--- src/design/lld_pkg.sv ---
package lld_pkg;

   localparam int MAX_WORKERS = 8;

   localparam logic [3:0] ACTIVE_RESET = 4'd8;

   typedef enum logic {
      KIND_REQUEST = 1'b0,
      KIND_RELEASE = 1'b1
   } kind_type;

   typedef enum logic [1:0] {
      STATUS_OK        = 2'd0,
      STATUS_BAD_INDEX = 2'd1,
      STATUS_IDLE      = 2'd2,
      STATUS_SATURATED = 2'd3
   } status_type;

   typedef struct packed {
      kind_type   kind;
      logic [2:0] worker;
   } req_type;

   typedef struct packed {
      logic [2:0] granted_worker;
      status_type status;
   } rsp_type;

   typedef struct packed {
      logic shift;
      logic inc;
      logic dec;
   } cell_ctl_type;

endpackage

--- src/design/lld_cell.sv ---
module lld_cell
   import lld_pkg::*;
#(
   parameter int CW = 8
) (
   input  logic          clock,
   input  logic          reset,
   input  cell_ctl_type  ctl,
   input  logic          member,
   input  logic          hit,
   input  logic [CW-1:0] next_count,
   output logic [CW-1:0] count
);

   logic [CW-1:0] count_ff;
   logic [CW-1:0] count_in;

   always_comb begin
      count_in = count_ff;
      if (ctl.shift && member) begin
         count_in = next_count;
      end else if (hit && ctl.inc) begin
         count_in = count_ff + CW'(1);
      end else if (hit && ctl.dec) begin
         count_in = count_ff - CW'(1);
      end
   end

   always_ff @(posedge clock) begin
      if (reset) begin
         count_ff <= '0;
      end else begin
         count_ff <= count_in;
      end
   end

   assign count = count_ff;

endmodule

--- src/design/least_loaded_worker_dispatcher.sv ---
// Each request or release item passes through a prep, a scan and a write-back state from
// acceptance to a registered result. In the prep state the rotation pointer is reduced
// below N, the number of active workers, by as many subtractions of N as it needs after
// the active count has been lowered. In the scan state the per-worker counts circulate
// once around the ring of cells past the head cell, and the write-back state waits while
// an earlier result is still held. Once the result is registered, the next item can be
// accepted even if that result has not yet been taken.
module least_loaded_worker_dispatcher
   import lld_pkg::*;
#(
   parameter int MAX_OUTSTANDING = 255
) (
   input  logic       clock,
   input  logic       reset,
   input  logic       req_valid,
   output logic       req_ready,
   input  req_type    req_data,
   output logic       rsp_valid,
   input  logic       rsp_ready,
   output rsp_type    rsp_data,
   input  logic       csr_valid,
   output logic       csr_ready,
   input  logic [3:0] csr_data
);

   localparam int WIDX = $clog2(MAX_WORKERS);
   localparam int NW   = $clog2(MAX_WORKERS + 1);
   localparam int CW   = $clog2(MAX_OUTSTANDING + 1);

   typedef enum logic [3:0] {
      S_IDLE = 4'b0001,
      S_PREP = 4'b0010,
      S_SCAN = 4'b0100,
      S_DONE = 4'b1000
   } state_type;

   state_type       state_ff, state_in;
   logic [3:0]      active_ff, active_in;
   logic [WIDX-1:0] ptr_ff, ptr_in;
   logic [WIDX-1:0] start_ff, start_in;
   logic [WIDX-1:0] scan_ff, scan_in;
   kind_type        kind_ff, kind_in;
   logic [2:0]      worker_ff, worker_in;
   logic [CW-1:0]   best_count_ff, best_count_in;
   logic [WIDX-1:0] best_rel_ff, best_rel_in;
   logic [WIDX-1:0] best_idx_ff, best_idx_in;
   logic [CW-1:0]   rel_count_ff, rel_count_in;
   logic            rsp_valid_ff, rsp_valid_in;
   rsp_type         rsp_data_ff, rsp_data_in;

   logic [NW-1:0]   n_eff;
   logic [WIDX-1:0] n_last;
   logic [NW-1:0]   rel_wide;
   logic [WIDX-1:0] rel;
   logic [WIDX-1:0] target;
   logic            done_fire;
   cell_ctl_type    ctl;
   logic [CW-1:0]   count [MAX_WORKERS];
   logic [CW-1:0]   head;

   always_comb begin
      if (active_ff == 4'd0) begin
         n_eff = NW'(1);
      end else if (32'(active_ff) > 32'(MAX_WORKERS)) begin
         n_eff = NW'(MAX_WORKERS);
      end else begin
         n_eff = NW'(active_ff);
      end
   end

   assign n_last    = WIDX'(n_eff - NW'(1));
   assign head      = count[0];
   assign done_fire = (state_ff == S_DONE) && (!rsp_valid_ff || rsp_ready);

   always_comb begin
      rel_wide = NW'(scan_ff) - NW'(start_ff);
      if (scan_ff < start_ff) begin
         rel_wide = rel_wide + n_eff;
      end
      rel = WIDX'(rel_wide);
   end

   always_comb begin
      state_in      = state_ff;
      active_in     = active_ff;
      ptr_in        = ptr_ff;
      start_in      = start_ff;
      scan_in       = scan_ff;
      kind_in       = kind_ff;
      worker_in     = worker_ff;
      best_count_in = best_count_ff;
      best_rel_in   = best_rel_ff;
      best_idx_in   = best_idx_ff;
      rel_count_in  = rel_count_ff;
      rsp_data_in   = rsp_data_ff;
      rsp_valid_in  = rsp_valid_ff && !rsp_ready;
      ctl           = '0;
      target        = best_idx_ff;

      if (csr_valid) begin
         active_in = csr_data;
      end

      case (state_ff)
         S_IDLE: begin
            if (req_valid) begin
               kind_in   = req_data.kind;
               worker_in = req_data.worker;
               start_in  = ptr_ff;
               scan_in   = '0;
               state_in  = S_PREP;
            end
         end
         S_PREP: begin
            if (32'(start_ff) >= 32'(n_eff)) begin
               start_in = WIDX'(NW'(start_ff) - n_eff);
            end else begin
               state_in = S_SCAN;
            end
         end
         S_SCAN: begin
            ctl.shift = 1'b1;
            if (scan_ff == '0 || head < best_count_ff ||
                (head == best_count_ff && rel < best_rel_ff)) begin
               best_count_in = head;
               best_rel_in   = rel;
               best_idx_in   = scan_ff;
            end
            if (32'(scan_ff) == 32'(worker_ff)) begin
               rel_count_in = head;
            end
            if (scan_ff == n_last) begin
               state_in = S_DONE;
            end else begin
               scan_in = scan_ff + WIDX'(1);
            end
         end
         S_DONE: begin
            if (done_fire) begin
               rsp_valid_in = 1'b1;
               state_in     = S_IDLE;
               if (kind_ff == KIND_REQUEST) begin
                  rsp_data_in.granted_worker = 3'(best_idx_ff);
                  if (32'(best_count_ff) >= 32'(MAX_OUTSTANDING)) begin
                     rsp_data_in.status = STATUS_SATURATED;
                  end else begin
                     rsp_data_in.status = STATUS_OK;
                     ctl.inc            = 1'b1;
                     if (start_ff == n_last) begin
                        ptr_in = '0;
                     end else begin
                        ptr_in = start_ff + WIDX'(1);
                     end
                  end
               end else begin
                  rsp_data_in.granted_worker = 3'd0;
                  target                     = WIDX'(worker_ff);
                  if (32'(worker_ff) >= 32'(n_eff)) begin
                     rsp_data_in.status = STATUS_BAD_INDEX;
                  end else if (rel_count_ff == '0) begin
                     rsp_data_in.status = STATUS_IDLE;
                  end else begin
                     rsp_data_in.status = STATUS_OK;
                     ctl.dec            = 1'b1;
                  end
               end
            end
         end
         default: begin
            state_in = S_IDLE;
         end
      endcase
   end

   for (genvar i = 0; i < MAX_WORKERS; i++) begin : g_cell
      logic          member;
      logic          hit;
      logic [CW-1:0] next_count;

      assign member = 32'(i) < 32'(n_eff);
      assign hit    = 32'(target) == 32'(i);
      if (i == MAX_WORKERS - 1) begin : g_wrap
         assign next_count = count[0];
      end else begin : g_link
         assign next_count = (32'(i) == 32'(n_last)) ? count[0] : count[i + 1];
      end

      lld_cell #(
         .CW (CW)
      ) u_cell (
         .clock      (clock),
         .reset      (reset),
         .ctl        (ctl),
         .member     (member),
         .hit        (hit),
         .next_count (next_count),
         .count      (count[i])
      );
   end

   always_ff @(posedge clock) begin
      if (reset) begin
         state_ff     <= S_IDLE;
         active_ff    <= ACTIVE_RESET;
         ptr_ff       <= '0;
         rsp_valid_ff <= 1'b0;
      end else begin
         state_ff     <= state_in;
         active_ff    <= active_in;
         ptr_ff       <= ptr_in;
         rsp_valid_ff <= rsp_valid_in;
      end
   end

   always_ff @(posedge clock) begin
      start_ff      <= start_in;
      scan_ff       <= scan_in;
      kind_ff       <= kind_in;
      worker_ff     <= worker_in;
      best_count_ff <= best_count_in;
      best_rel_ff   <= best_rel_in;
      best_idx_ff   <= best_idx_in;
      rel_count_ff  <= rel_count_in;
      rsp_data_ff   <= rsp_data_in;
   end

   assign req_ready = (state_ff == S_IDLE);
   assign rsp_valid = rsp_valid_ff;
   assign rsp_data  = rsp_data_ff;
   assign csr_ready = 1'b1;

endmodule

--- config.mk ---
export PLATFORM = sky130hd
export DESIGN_NAME = least_loaded_worker_dispatcher
export DESIGN_NICKNAME = d
export VERILOG_FILES = /design/src/design/lld_pkg.sv /design/src/design/lld_cell.sv /design/src/design/least_loaded_worker_dispatcher.sv
export SDC_FILE = /design/constraint.sdc
export NUM_CORES = 1
export LEC_CHECK = 0
export ABC_CLOCK_PERIOD_IN_PS = 12350
export BUFFER_PORTS_ARGS = -buffer_cell sky130_fd_sc_hd__buf_2
export CORE_UTILIZATION = 40
export CTS_BUF_LIST = sky130_fd_sc_hd__clkbuf_8 sky130_fd_sc_hd__clkbuf_16
export DETAILED_ROUTE_END_ITERATION = 7
export GPL_ROUTABILITY_DRIVEN = 1
export GPL_TIMING_DRIVEN = 0
export PLACE_DENSITY_LB_ADDON = 0.3
export SYNTH_ARGS = -nofsm -noshare
export SYNTH_HDL_FRONTEND = slang
export SYNTH_SLANG_ARGS = --single-unit
export TNS_END_PERCENT = 50
--- constraint.sdc ---
create_clock -name clock -period 12.35 [get_ports clock]
set_clock_uncertainty 0.2 [all_clocks]
set_input_delay 1.235 -clock clock [delete_from_list [all_inputs] [get_ports clock]]
set_output_delay 1.235 -clock clock [all_outputs]
set_load 0.05 [all_outputs]
==> flow_summary.json <==
{
  "final.setup.tns_ps": 0,
  "port_buffers": 18,
  "ctsLongestPathBuffers": 2,
  "slew_headroom_pct": 25.4,
  "ys_seq_elements": 113,
  "rsz0062_at_grt": "false",
  "clockRootBuffer": "clkbuf_16",
  "slew_viol_final": 0,
  "grt_pass1_vias": 7007,
  "crit_fanout": 14,
  "syn_inst": 951,
  "clk_pin_slew_worst_paths_ps": 50,
  "antenna_left": 0,
  "cts_hold_buf": 0,
  "synth_top_area_share_pct": 17.9,
  "syn_area_per_cell_um2": 8.96,
  "end_kind": "flop",
  "hold_class": "flop to flop",
  "synth_edf_count": 37,
  "yosysUniqueCellTypes": 72,
  "p_leak_uw": 0.00372,
  "hold_viol": 0,
  "vias_per_cell": 5.71,
  "dpl_cell_area_um2": 8960,
  "outcome": "completed",
  "area_growth_pct": 12.1,
  "grt_overflow": 0,
  "start_util_pct": 40.7,
  "route.vias.total": 7283,
  "max_freq_mhz": 214,
  "cts_tree": "done",
  "final_nets": 1087,
  "synthFlopType": "dfxtp_1",
  "clk_latency_ps": 430,
  "dr.first_iter.drc_count": 512,
  "final_cell_mix": "a21oi_1 (94), nand2_1 (81), dfxtp_1 (76), ha_1 (75), nor2_1 (73)",
  "synth_area_leader_cell": "dfxtp_1",
  "powerDensity_nw_per_um2": 102,
  "cts_resized": 0,
  "post-route-cell-area_um2": 9550,
  "layout_commonest_cell": "a21oi_1",
  "ys_seq_area_share_pct": 30.9,
  "die-area_um2": 21900,
  "grt_start_max_net_pins": 17,
  "worstPathRequired_ps": 12190,
  "wl_per_cell_um": 18.3,
  "gp_congestion": 0.904,
  "antenna_found_initial": 0,
  "fin_cells": 1276,
  "ir_drop_mv": 0.0915,
  "synth_warnings": 0,
  "syn_area_um2": 8520,
  "crit_arrival_ps": 4510,
  "track_usage_pct": 21.9,
  "placeableCoreArea_um2": 21000,
  "synth_fp_nets": 1050,
  "crit_type": "flop to flop",
  "worst_pin_slew_ps": 1110,
  "cts_setup_buffers": 0,
  "hpwl_mm": 17.4,
  "cts.sink_count": 113,
  "post-place-ws_ps": 7340,
  "drtPass1Iterations": 6,
  "die_x_um": 148,
  "async_reset_ff_share_pct": 0,
  "antenna_cells": 0,
  "die_h_um": 148,
  "grt_pass1_wl_mm": 37.0,
  "drive_gt1_share_pct": 10.4,
  "numCtsBuffers": 17,
  "ios": 21,
  "setup_ws_ps": 7680,
  "rows": 53,
  "yosys-top-cells-area": "dfxtp_1 (18%), edfxtp_1 (13%), ha_1 (11%)",
  "start_kind": "flop",
  "fin_crit_ps": 4670,
  "fin_crit_sh_pct": 37.8,
  "dp.cells": 1244,
  "htreeDepth": 4,
  "cap_violations": 0,
  "detail_route.wirelength_mm": 23.4,
  "setup_viol": 0,
  "drc_errors": 0
}
[cell usage after synthesis (10+ instances only)]
cell / n
a311o_1: 12
nor3_1: 23
ha_1: 75
xnor2_1: 47
o21ai_0: 33
o21ai_1: 10
edfxtp_1: 37
a211oi_1: 21
o21a_1: 10
inv_1: 35
nor2_1: 73
clkbuf_1: 34
o21bai_1: 10
nand2_1: 81
nand3_1: 38
dfxtp_1: 76
mux2i_1: 23
fa_1: 11
a21o_1: 19
mux2_2: 16
xor2_1: 22
a21oi_1: 94
[routing by layer]
layer / part of all wire, % / wire length [um] / global-route usage [%] / vias to the layer above
li1: - / - / - / 3578
met1: 46 / 10700 / 28.4 / 3484
met2: 47 / 11000 / 37.0 / 187
met3: 5.0 / 1160 / 4.01 / 34
met4: 1.8 / 432 / 6.55 / 0
met5: 0 / 0 / 0 / -
[stage by stage]
step / hold slack, ps / total power [uW] / util [%]
5_1_grt: 299 / 999 / 45.6
4_1_cts: 281 / 974 / 45.5
3_5_place_dp: 272 / 493 / 42.8
6_report: 280 / 971 / 45.6
2_1_floorplan: 246 / 468 / -
3_3_place_gp: 267 / 492 / 42.7
[final timing paths]
path	from	depth (start not counted)	slack, ps	endpoint
worst max-delay path	active_ff[3]$_SDFFE_PP1P_	12	7680	best_count_ff[5]$_DFFE_PP_
worst min-delay path	g_cell[4].u_cell.count[2]$_SDFFE_PP0P_	2	280	g_cell[4].u_cell.count[2]$_SDFFE_PP0P_
worst max register to register	active_ff[3]$_SDFFE_PP1P_	12	7680	best_count_ff[5]$_DFFE_PP_
worst min register to register	g_cell[4].u_cell.count[2]$_SDFFE_PP0P_	2	280	g_cell[4].u_cell.count[2]$_SDFFE_PP0P_
[flip-flops by register name (all words and copies together) (netlist names), 4 cells and up]
signal	cells
best_count_ff	8
state_ff	4
g_cell.u_cell.count	64
rel_count_ff	8
rsp_data	5
active_ff	4
[kinds of logic after synthesis]
group	Yosys count	synth area share, %
multiplexers	41	5.08
other	1	0.0440
AND/OR/NAND/NOR	292	17.0
buffers and inverters	81	4.16
adder cells (fa/ha/maj)	86	13.6
AO/OA/AOI/OAI	268	22.1
flip-flops	113	30.9
XOR/XNOR	69	7.09
[worst max-delay path, stage by stage, from the launching register on]
cell      delay (ps)
dfxtp_1          470
clkbuf_1         420
nand2b_1         330
inv_1            210
fa_1             410
xnor2_1          170
nor2_1            70
xnor2_1          200
ha_1             290
a211oi_1         270
nand4_1          130
o221a_2          290
nor2_1           830
[where the power goes]
part / leakage, uW / internal [uW] / total [uW] / switching (uW)
clock network: 0.000265 / 300 / 485 / 185
logic: 0.00251 / 32.3 / 87.6 / 55.3
registers: 0.000943 / 390 / 399 / 8.55
[layout make-up]
cell class | instances | area (um^2)
Buffer | 46 | 223
Clock buffer | 18 | 439
Clock inverter | 14 | 143
Fill cell | 2081 | 11400
Inverter | 35 | 131
Multi-Input combinational cell | 757 | 5550
Sequential cell | 113 | 2630
Tap cell | 275 | 344
Timing Repair Buffer | 18 | 90.1
Note: power is estimated with default switching activity, not from simulation.
